--- src/hw/rtl/pctd_pkg.sv ---
// Shared widths, codes and result type for the prefix code tree decoder.
package pctd_pkg;

  localparam int NODE_COUNT_DEF   = 512;
  localparam int MAX_CODE_LEN_DEF = 32;

  localparam int SYM_W    = 8;
  localparam int CODE_W   = 32;
  localparam int LEN_IN_W = 6;

  localparam logic KIND_LOAD   = 1'b0;
  localparam logic KIND_DECODE = 1'b1;

  typedef struct packed {
    logic [SYM_W-1:0] sym;
    logic             failed;
  } res_t;

endpackage

--- src/hw/rtl/pctd_seq.sv ---
// Sequencer: tree walk and node allocation for loads, cursor stepping for decodes.
module pctd_seq #(
  parameter int NODE_COUNT   = pctd_pkg::NODE_COUNT_DEF,
  parameter int MAX_CODE_LEN = pctd_pkg::MAX_CODE_LEN_DEF,
  localparam int IDX_W = $clog2(NODE_COUNT)
) (
  input  logic                          clk,
  input  logic                          rst_n,
  input  logic                          in_valid,
  output logic                          in_stall,
  input  logic                          in_kind,
  input  logic [pctd_pkg::SYM_W-1:0]    in_symbol,
  input  logic [pctd_pkg::CODE_W-1:0]   in_code_bits,
  input  logic [pctd_pkg::LEN_IN_W-1:0] in_code_length,
  input  logic                          in_bit_req,
  output logic                          rd_en,
  output logic [IDX_W-1:0]              rd_addr,
  input  logic [pctd_pkg::SYM_W-1:0]    rd_sym,
  input  logic [IDX_W-1:0]              rd_left,
  input  logic [IDX_W-1:0]              rd_right,
  output logic                          wr_en,
  output logic [IDX_W-1:0]              wr_addr,
  output logic [pctd_pkg::SYM_W-1:0]    wr_sym,
  output logic [IDX_W-1:0]              wr_left,
  output logic [IDX_W-1:0]              wr_right,
  output logic                          res_valid,
  input  logic                          res_ready,
  output pctd_pkg::res_t                res
);

  localparam int FREE_W = $clog2(NODE_COUNT + 1);
  localparam int LEN_W  = $clog2(MAX_CODE_LEN + 1);
  localparam int POS_W  = (LEN_W > 6) ? LEN_W : 6;
  localparam int CMP_W  = (FREE_W > LEN_W) ? FREE_W : LEN_W;
  localparam int CLMP_W = 7;

  typedef enum logic [5:0] {
    S_IDLE  = 6'b000001,
    S_WALK  = 6'b000010,
    S_ALLOC = 6'b000100,
    S_DEC1  = 6'b001000,
    S_DEC2  = 6'b010000,
    S_EMIT  = 6'b100000
  } state_t;

  state_t                        state_r, state_nxt;
  logic [pctd_pkg::SYM_W-1:0]    sym_r, sym_nxt;
  logic [pctd_pkg::CODE_W-1:0]   bits_r, bits_nxt;
  logic [LEN_W-1:0]              len_r, len_nxt;
  logic                          bit_r, bit_nxt;
  logic [LEN_W-1:0]              depth_r, depth_nxt;
  logic [IDX_W-1:0]              node_r, node_nxt;
  logic [pctd_pkg::SYM_W-1:0]    ent_sym_r, ent_sym_nxt;
  logic [IDX_W-1:0]              ent_left_r, ent_left_nxt;
  logic [IDX_W-1:0]              ent_right_r, ent_right_nxt;
  logic [FREE_W-1:0]             free_r, free_nxt;
  logic [IDX_W-1:0]              cursor_r, cursor_nxt;
  pctd_pkg::res_t                res_r, res_nxt;

  logic [LEN_W-1:0]  pos;
  logic [POS_W-1:0]  pos_ext;
  logic              code_bit;
  logic [IDX_W-1:0]  walk_child;
  logic [IDX_W-1:0]  dec_child;
  logic              rd_leaf;
  logic [CMP_W-1:0]  need;
  logic [CMP_W-1:0]  avail;
  logic              no_room;
  logic [IDX_W-1:0]  new_idx;
  logic [LEN_W-1:0]  len_clamped;
  logic              leaf_chk;

  // First code bit sits at position len-1; positions past the code word read as zero.
  assign pos      = len_r - depth_r - LEN_W'(1);
  assign pos_ext  = POS_W'(pos);
  assign code_bit = (pos_ext < POS_W'(pctd_pkg::CODE_W)) ? bits_r[pos_ext[4:0]] : 1'b0;

  assign walk_child = code_bit ? rd_right : rd_left;
  assign dec_child  = bit_r ? rd_right : rd_left;
  assign rd_leaf    = (rd_left == '0) && (rd_right == '0);
  assign need       = CMP_W'(len_r - depth_r);
  assign avail      = CMP_W'(NODE_COUNT) - CMP_W'(free_r);
  assign no_room    = need > avail;
  assign new_idx    = free_r[IDX_W-1:0];

  assign len_clamped = (CLMP_W'(in_code_length) > CLMP_W'(MAX_CODE_LEN)) ?
                       LEN_W'(MAX_CODE_LEN) : LEN_W'(in_code_length);

  assign in_stall = (state_r != S_IDLE);
  assign res      = res_r;

  always_comb begin
    state_nxt     = state_r;
    sym_nxt       = sym_r;
    bits_nxt      = bits_r;
    len_nxt       = len_r;
    bit_nxt       = bit_r;
    depth_nxt     = depth_r;
    node_nxt      = node_r;
    ent_sym_nxt   = ent_sym_r;
    ent_left_nxt  = ent_left_r;
    ent_right_nxt = ent_right_r;
    free_nxt      = free_r;
    cursor_nxt    = cursor_r;
    res_nxt       = res_r;
    rd_en         = 1'b0;
    rd_addr       = node_r;
    wr_en         = 1'b0;
    wr_addr       = node_r;
    wr_sym        = ent_sym_r;
    wr_left       = ent_left_r;
    wr_right      = ent_right_r;
    res_valid     = 1'b0;
    leaf_chk      = 1'b0;

    unique case (state_r)
      S_IDLE: begin
        if (in_valid) begin
          if (in_kind == pctd_pkg::KIND_LOAD) begin
            sym_nxt   = in_symbol;
            bits_nxt  = in_code_bits;
            len_nxt   = len_clamped;
            depth_nxt = '0;
            node_nxt  = '0;
            rd_en     = 1'b1;
            rd_addr   = '0;
            state_nxt = S_WALK;
          end else begin
            bit_nxt   = in_bit_req;
            node_nxt  = cursor_r;
            rd_en     = 1'b1;
            rd_addr   = cursor_r;
            state_nxt = S_DEC1;
          end
        end
      end
      S_WALK: begin
        // Follow existing children one node per cycle, then check room for the rest.
        if (depth_r != len_r && walk_child != '0) begin
          node_nxt  = walk_child;
          depth_nxt = depth_r + LEN_W'(1);
          rd_en     = 1'b1;
          rd_addr   = walk_child;
        end else if (no_room) begin
          res_nxt.sym    = '0;
          res_nxt.failed = 1'b1;
          state_nxt      = S_EMIT;
        end else begin
          ent_sym_nxt   = rd_sym;
          ent_left_nxt  = rd_left;
          ent_right_nxt = rd_right;
          state_nxt     = S_ALLOC;
        end
      end
      S_ALLOC: begin
        // Link one fresh node per cycle; the held parent entry is written back with it.
        wr_en = 1'b1;
        if (depth_r == len_r) begin
          wr_sym    = sym_r;
          state_nxt = S_IDLE;
        end else begin
          if (code_bit) begin
            wr_right = new_idx;
          end else begin
            wr_left = new_idx;
          end
          free_nxt      = free_r + FREE_W'(1);
          node_nxt      = new_idx;
          ent_sym_nxt   = '0;
          ent_left_nxt  = '0;
          ent_right_nxt = '0;
          depth_nxt     = depth_r + LEN_W'(1);
        end
      end
      S_DEC1: begin
        if (dec_child != '0) begin
          node_nxt  = dec_child;
          rd_en     = 1'b1;
          rd_addr   = dec_child;
          state_nxt = S_DEC2;
        end else begin
          leaf_chk = 1'b1;
        end
      end
      S_DEC2: begin
        leaf_chk = 1'b1;
      end
      S_EMIT: begin
        res_valid = 1'b1;
        if (res_ready) begin
          state_nxt = S_IDLE;
        end
      end
      default: begin
        state_nxt = S_IDLE;
      end
    endcase

    if (leaf_chk) begin
      if (rd_leaf) begin
        res_nxt.sym    = rd_sym;
        res_nxt.failed = 1'b0;
        cursor_nxt     = '0;
        state_nxt      = S_EMIT;
      end else begin
        cursor_nxt = node_r;
        state_nxt  = S_IDLE;
      end
    end
  end

  always_ff @(posedge clk) begin
    if (!rst_n) begin
      state_r  <= S_IDLE;
      free_r   <= FREE_W'(1);
      cursor_r <= '0;
    end else begin
      state_r  <= state_nxt;
      free_r   <= free_nxt;
      cursor_r <= cursor_nxt;
    end
  end

  always_ff @(posedge clk) begin
    sym_r       <= sym_nxt;
    bits_r      <= bits_nxt;
    len_r       <= len_nxt;
    bit_r       <= bit_nxt;
    depth_r     <= depth_nxt;
    node_r      <= node_nxt;
    ent_sym_r   <= ent_sym_nxt;
    ent_left_r  <= ent_left_nxt;
    ent_right_r <= ent_right_nxt;
    res_r       <= res_nxt;
  end

endmodule

--- config.mk ---
export PLATFORM = sky130hd
export DESIGN_NAME = pctd_seq
export DESIGN_NICKNAME = d
export VERILOG_FILES = /design/src/hw/rtl/pctd_pkg.sv /design/src/hw/rtl/pctd_seq.sv
export SDC_FILE = /design/constraint.sdc
export NUM_CORES = 1
export LEC_CHECK = 0
export BUFFER_PORTS_ARGS = -buffer_cell sky130_fd_sc_hd__buf_2
export CAP_MARGIN = 0
export CORE_MARGIN = 8
export CORE_UTILIZATION = 60
export CTS_BUF_LIST = sky130_fd_sc_hd__clkbuf_8 sky130_fd_sc_hd__clkbuf_16
export DETAILED_ROUTE_END_ITERATION = 8
export GPL_TIMING_DRIVEN = 0
export PLACE_DENSITY = 0.83
export SLEW_MARGIN = 20
export SYNTH_ARGS = -nofsm -noshare
export SYNTH_HDL_FRONTEND = slang
export SYNTH_SLANG_ARGS = --single-unit
--- constraint.sdc ---
create_clock -name clk -period 9.9 [get_ports clk]
set_clock_uncertainty 0.2 [all_clocks]
set_input_delay 1.98 -clock clk [delete_from_list [all_inputs] [get_ports clk]]
set_output_delay 1.98 -clock clk [all_outputs]
set_load 0.02 [all_outputs]
==> impl_metrics.py, run 1 <==
metrics = {
    "finish": {
        "syn_to_final_growth_pct": 22.24,
        "nets": 845,
        "drive_above_1_share_pct": 27.18,
        "diodes": 0,
        "fillers": 732,
        "final-instance-count-excl-fill": 898,
        "ff_latch_area_sq_um": 3323,
        "final_util_pct": 74.05,
        "multi_input_area_sq_um": 2928,
    },
    "floorplanning": {
        "pin_count": 135,
        "die_h_um": 119.9,
        "die_x_um": 119.9,
        "die_area_sq_um": 14380,
        "num_rows": 38,
        "start_util_pct": 60.57,
        "core-area_sq_um": 10700,
    },
    "synth": {
        "synthMuxAreaShare_pct": 8.303,
        "synth_edf_count": 88,
        "ys_seq_area_share_pct": 51.28,
        "syn_nets": 691,
        "yosys.area_share.simple_pct": 16.49,
        "ys_seq_elements": 122,
        "synth.area.top_cells": "edfxtp_1, dfxtp_1, mux2_2",
        "synth-main-ff-cell": "edfxtp_1",
        "synthesis.area_sq_um": 6480,
        "synth_top_area_share_pct": 40.78,
        "synth-compound-area-share_pct": 12.01,
        "synthCells": 591,
        "synth_top_family_by_area": "simple AND/OR/NAND/NOR gates",
        "synthAdderAreaFrac_pct": 4.480,
        "synthArstFlopShare_pct": 0,
        "yosysTopAreaCell": "edfxtp_1",
        "avgSynthCellArea_sq_um": 10.96,
        "ys_warn_count": 0,
        "synth-xor-area-share_pct": 3.765,
        "synth_cell_types": 58,
    },
    "pwr": {
        "p_per_area_nw_per_um2": 184.4,
        "p_total_w": 0.001460,
        "leakage_nw": 3.234,
        "ir_drop_uv": 152.0,
    },
    "timing": {
        "hold_viol": 0,
        "worst_pin_slew_ns": 1.022,
        "slew-limit-headroom_pct": 31.65,
        "finalSetupViolations": 0,
        "drv_slew": 0,
        "max_freq_mhz": 142.9,
        "period_needed_ns": 6.998,
        "rsz0062_at_grt": "false",
        "period_share_pct": 70.69,
        "finalSetupTns_ns": 0,
    },
    "worst_setup_path": {
        "crit_slowest_cell": "nor3_1",
        "path_max_fanout": 8,
        "reg2reg_depth": 13,
        "path_class": "register to output port",
        "arrival_ns": 4.82,
        "r2r-end": "ent_left_r[3]",
        "critPathRequiredTime_ns": 7.72,
        "worst_setup_path_start_kind": "register",
        "crit_family": "simple AND/OR/NAND/NOR gates",
        "critPathMostFrequentCell": "inv_1",
        "end_kind": "output port",
        "crit_chain": "inv_1, ha_1, inv_1, fa_1, buf_1, mux4_1, mux2_2, or3_1, and4_4, a21oi_4, a21oi_2, nor3_1, o21ai_0, buf_2",
        "r2r_setup_slack_ns": 5.10,
        "critPathMaxStageDelay_ns": 0.71,
        "r2r-start": "depth_r[0]",
        "cp_num_buf_inv": 4,
        "cp_num_cells": 14,
    },
    "worst_hold_path": {
        "hold_class": "register to register",
        "min_from": "res[7]",
        "hold-path-cell-count": 2,
        "min_to": "res[7]",
    },
    "cts": {
        "path_clk_slew_ns": 0.06,
        "ctsRootBufferMaster": "clkbuf_8",
        "cts_tree": "built",
        "postCtsHoldBufs": 0,
        "cts_made_buffers": 17,
        "cts_sinks": 122,
        "htree_levels": 4,
        "clk_path_buf_depth": 2,
        "post_cts_resized": 0,
        "clk_latency_ns": 0.51,
        "post_cts.repair.setup_buffers": 0,
    },
    "flow_run": {
        "drv_cap": 0,
    },
    "route": {
        "vias_per_cell": 6.066,
        "via_count": 5447,
        "routedWlPerCell_um": 19.69,
        "dr.pass1.iters": 9,
        "wirelength_mm": 17.68,
        "postRouteAntennaNets": 0,
        "drtIter0Drc": 597,
        "drc": 0,
    },
    "global_routing": {
        "grt_use_total_pct": 24.59,
        "gr-total-overflow": 0,
        "grt_max_degree": 28,
        "grt_pass1_wl_mm": 28.16,
        "grt_pass1_vias": 5572,
        "antenna_found_initial": 0,
    },
    "placed_design": {
        "place_hpwl_mm": 12.80,
        "portBuffers": 134,
        "globalplace.congestion": 0.9402,
        "dp.cells": 866,
    },
    "outcome": {
        "status": "finished clean",
    },
}
==> placed cells by master, fill, tap and decap left out, types with 3 or more instances in the layout <==
| master | synthesis | routed |
|---|---|---|
| a21o_1 | 6 | 6 |
| nand2_1 | 44 | 44 |
| a21oi_1 | 17 | 17 |
| clkbuf_1 | 24 | 24 |
| mux4_1 | 7 | 7 |
| dfxtp_1 | 34 | 34 |
| nor2_1 | 38 | 37 |
| o211ai_1 | 5 | 5 |
| buf_2 | 4 | 138 |
| and3_1 | 8 | 8 |
| nand4_1 | 7 | 7 |
| or3_1 | 6 | 6 |
| nor2b_1 | 9 | 9 |
| ha_1 | 20 | 20 |
| inv_6 | 0 | 4 |
| and2_1 | 38 | 38 |
| clkbuf_16 | 0 | 16 |
| clkinv_4 | 0 | 6 |
| nand2b_1 | 4 | 4 |
| clkinvlp_4 | 0 | 3 |
| xor2_1 | 9 | 9 |
| mux2i_1 | 5 | 5 |
| a22o_1 | 10 | 10 |
| xnor2_1 | 17 | 17 |
| inv_1 | 30 | 30 |
| a211oi_1 | 4 | 4 |
| a222oi_1 | 4 | 4 |
| nor4_1 | 7 | 7 |
| a22oi_1 | 4 | 4 |
| nor3_1 | 10 | 10 |
| edfxtp_1 | 88 | 88 |
| nand3_1 | 20 | 20 |
| o21ai_0 | 38 | 38 |
| a31oi_1 | 10 | 10 |
| nand3b_1 | 5 | 5 |
| mux2_2 | 25 | 25 |
==> worst max path at each step <==
stage | to | startpoint
2_1_floorplan | rd_addr[0] | rd_right[2]
3_3_place_gp | depth_r[0] | in_valid
3_5_place_dp | rd_addr[6] | rd_right[2]
4_1_cts | rd_addr[6] | depth_r[0]
5_1_grt | rd_addr[1] | depth_r[0]
6_report | rd_addr[1] | depth_r[0]
==> through the flow <==
| stage | setup WS (ns) | area [sq um] | hold slack [ns] |
|---|---|---|---|
| after floorplan | 4.026 | 6480 | 0.2488 |
| after global placement | 3.403 | 7326 | 0.2430 |
| after detailed placement | 3.412 | 7362 | 0.2491 |
| after CTS | 2.925 | 7921 | 0.2674 |
| after global routing | 2.629 | 7921 | 0.2923 |
| final | 2.902 | 7921 | 0.2679 |
==> cell type report <==
class	instances	area share (%)
sequential	122	41.95
multi-input combinational	409	36.96
timing repair buffer	135	8.814
clock buffer	17	5.228
tap	140	2.211
clock inverter	15	1.832
buffer	30	1.580
inverter	30	1.422
==> report_power, final <==
part           leakage, nW  switching (W)  internal [W]
Clock                0.266       0.000245      0.000337
Sequential            1.09      0.0000235      0.000584
Combinational         1.87       0.000168      0.000104
==> state kept, by name (all words and copies together), names as in the netlist <==
signal and cells:
bits_r 32, free_r 10, cursor_r 9, ent_left_r 9, ent_right_r 9, res 9
wr_addr 9, ent_sym_r 8, sym_r 8, depth_r 6, len_r 6, state_r 6
bit_r 1
==> cells by family (layout without fill, tap and decap cells) <==
kind of cell / Yosys count / count (layout)
buf+inv: 60 / 227
compound gates: 117 / 117
fa+ha+maj: 22 / 22
mux: 38 / 38
xor+xnor: 27 / 27
flops: 122 / 122
simple gates: 205 / 205
==> per-layer routing <==
layer	share of wire, %	wire length, um	GRT usage [%]
met1	39	6958	29.11
met5	0	0	0
met2	49	8633	40.76
met3	9.6	1689	7.703
met4	2.3	399	10.15
==> cells in the mapped netlist, types with 5 or more instances <==
master and instances:
nor4_1 7, and3_1 8, nand4_1 7, mux4_1 7, nand2_1 44, xor2_1 9
nand3b_1 5, dfxtp_1 34, a21o_1 6, edfxtp_1 88, a21oi_1 17, xnor2_1 17
and2_1 38, a31oi_1 10, or3_1 6, nor3_1 10, nor2_1 38, ha_1 20
mux2i_1 5, nand3_1 20, o211ai_1 5, nor2b_1 9, mux2_2 25, inv_1 30
clkbuf_1 24, a22o_1 10, o21ai_0 38
==> worst register-to-register path: stages, from the launching register on <==
cell	delay, ns
edfxtp_1	0.47
inv_1	0.09
ha_1	0.20
inv_1	0.08
fa_1	0.50
buf_1	0.35
mux4_1	0.37
mux2_2	0.27
or3_1	0.33
nand4_1	0.22
o21ai_0	0.21
a21oi_2	0.25
buf_2	0.27
o21a_2	0.62
Power figures use the tool's default switching activity.
==> run 2: changes to the inputs <==
--- a/config.mk
+++ b/config.mk
@@ -8,11 +8,11 @@
 export BUFFER_PORTS_ARGS = -buffer_cell sky130_fd_sc_hd__buf_2
 export CAP_MARGIN = 0
 export CORE_MARGIN = 8
-export CORE_UTILIZATION = 60
+export CORE_UTILIZATION = 50
 export CTS_BUF_LIST = sky130_fd_sc_hd__clkbuf_8 sky130_fd_sc_hd__clkbuf_16
 export DETAILED_ROUTE_END_ITERATION = 8
 export GPL_TIMING_DRIVEN = 0
-export PLACE_DENSITY = 0.83
+export PLACE_DENSITY = 0.74
 export SLEW_MARGIN = 20
 export SYNTH_ARGS = -nofsm -noshare
 export SYNTH_HDL_FRONTEND = slang
==> constraint.sdc (replaced) <==
create_clock -name clk -period 5.7 [get_ports clk]
set_clock_uncertainty 0.2 [all_clocks]
set_input_delay 1.14 -clock clk [delete_from_list [all_inputs] [get_ports clk]]
set_output_delay 1.14 -clock clk [all_outputs]
set_load 0.02 [all_outputs]
==> run 2 against run 1 <==
Global-route usage is 3.9 points lower. Non-clock buffer count is 1 higher. Largest power group is now clock. Critical path depth is 1 lower. Register-to-register slack worse by 4.0 ns.
==> impl_metrics.py, run 2 (synthesized netlist as in run 1, its figures left out) <==
metrics = {
    "finish": {
        "stdcell_area_sq_um": 8083,
        "nets": 846,
        "syn_to_final_growth_pct": 24.73,
        "multi_input_area_sq_um": 2935,
        "drive_above_1_share_pct": 27.67,
        "ff_latch_area_sq_um": 3323,
        "largest_reg_flops": 32,
        "final_util_pct": 64.05,
        "final-instance-count-excl-fill": 931,
        "regMostFlops": "bits_r",
        "fillers": 1027,
        "diodes": 0,
        "final_common_cell": "buf_2",
        "final_cell_mix": "buf_2, edfxtp_1, nand2_1",
        "top_regs": "bits_r (32), free_r (10)",
    },
    "cts": {
        "clk_latency_ns": 0.42,
        "ctsRootBufferMaster": "clkbuf_16",
        "postCtsHoldBufs": 0,
        "cts_made_buffers": 17,
        "cts_sinks": 122,
        "clk_path_buf_depth": 2,
        "path_clk_slew_ns": 0.06,
        "cts_tree": "built",
        "htree_levels": 4,
    },
    "timing": {
        "worst_pin_slew_ns": 1.031,
        "period_needed_ns": 5.546,
        "drv_slew": 0,
        "period_share_pct": 97.30,
        "max_freq_mhz": 180.3,
        "slew-limit-headroom_pct": 31.26,
        "rsz0062_at_grt": "true",
        "hold_viol": 0,
        "timing.final.ws_setup_ns": 0.1539,
        "whs_ns": 0.2614,
        "finalSetupViolations": 0,
    },
    "worst_setup_path": {
        "arrival_ns": 4.21,
        "path_max_fanout": 8,
        "crit_chain": "inv_1, ha_1, inv_1, fa_2, mux4_1, mux2_2, or3_1, and4_4, a21oi_4, a21oi_2, or3_1, a221o_1, buf_2",
        "crit_slowest_cell": "fa_2",
        "critPathMaxStageDelay_ns": 0.64,
        "end_kind": "output port",
        "critPathRequiredTime_ns": 4.36,
        "path_class": "register to output port",
        "worst_setup_path_start_kind": "register",
    },
    "global_routing": {
        "grt_pass1_wl_mm": 26.64,
        "antenna_found_initial": 0,
        "gr-total-overflow": 0,
        "grt_max_degree": 28,
        "grt_pass1_vias": 5240,
        "grt_use_total_pct": 20.67,
    },
    "placed_design": {
        "globalplace.congestion": 0.9219,
        "dp.cells": 899,
        "place_hpwl_mm": 12.87,
        "place_area_sq_um": 7422,
        "portBuffers": 134,
        "dp_slack_ns": 0.1825,
    },
    "pwr": {
        "p_per_area_nw_per_um2": 334.8,
        "leakage_nw": 3.299,
        "ir_drop_uv": 291.2,
    },
    "worst_hold_path": {
        "hold_class": "register to register",
    },
    "route": {
        "vias_per_cell": 5.699,
        "drtIter0Drc": 510,
        "routedWlPerCell_um": 18.56,
        "drc": 0,
        "wirelength_mm": 17.28,
        "via_count": 5306,
        "postRouteAntennaNets": 0,
        "dr.pass1.iters": 8,
    },
    "floorplanning": {
        "die_area_sq_um": 16860,
        "start_util_pct": 51.35,
        "pin_count": 135,
        "die_x_um": 129.8,
        "core-area_sq_um": 12620,
        "num_rows": 41,
        "die_h_um": 129.8,
    },
    "flow_run": {
        "drv_cap": 0,
    },
    "outcome": {
        "status": "finished clean",
    },
}
==> run 2: report_power, final <==
part           switching (W)  internal [W]  leakage [nW]
Clock               0.000407      0.000777         0.315
Combinational       0.000286      0.000184          1.89
Sequential         0.0000384       0.00101          1.09
Total               0.000732       0.00197          3.30
==> run 2: critical path, delay by kind of cell, from the launching register on <==
family,cells,cell delay (ns)
buffers and inverters,3,0.32
multiplexers,2,0.59
AO/OA/AOI/OAI,3,0.62
AND/OR/NAND/NOR,3,0.97
adder cells (fa/ha/maj),2,0.83
flip-flops,1,0.46
==> run 2: path summary, 6_finish.rpt <==
check | slack, ns | depth (start not counted) | from | to
min | 0.26 | 2 | res[7] | res[7]
max | 0.15 | 13 | depth_r[0] | rd_addr[4]
min reg2reg | 0.26 | 2 | res[7] | res[7]
max reg2reg | 1.14 | 12 | depth_r[0] | ent_right_r[6]
==> run 2: per-stage QoR <==
step	total power [W]	TNS, ns
floorplan	0.001366	0
global placement	0.001517	-0.4417
detailed placement	0.001532	0
CTS	0.002715	0
global route	0.002805	-0.01849
finish	0.002706	0
==> run 2: layout make-up <==
cell class / instances / area share [%]
multi-input combinational: 409 / 36.32
tap: 172 / 2.663
timing repair buffer: 137 / 8.978
sequential: 122 / 41.11
buffer: 29 / 1.517
clock buffer: 17 / 5.263
inverter: 30 / 1.393
clock inverter: 15 / 2.755
==> run 2: layer usage <==
layer  GRT usage, %  wire length [um]
met5              0                 0
met3          6.038              1446
met1          25.37              7303
met2          33.78              8243
met4          7.992               282
==> run 2: repair_timing <==
action / in CTS / in global routing
setup buffers: 0 / 1
setup endpoints to repair: 26 / 25
gates resized for setup: 1 / 3
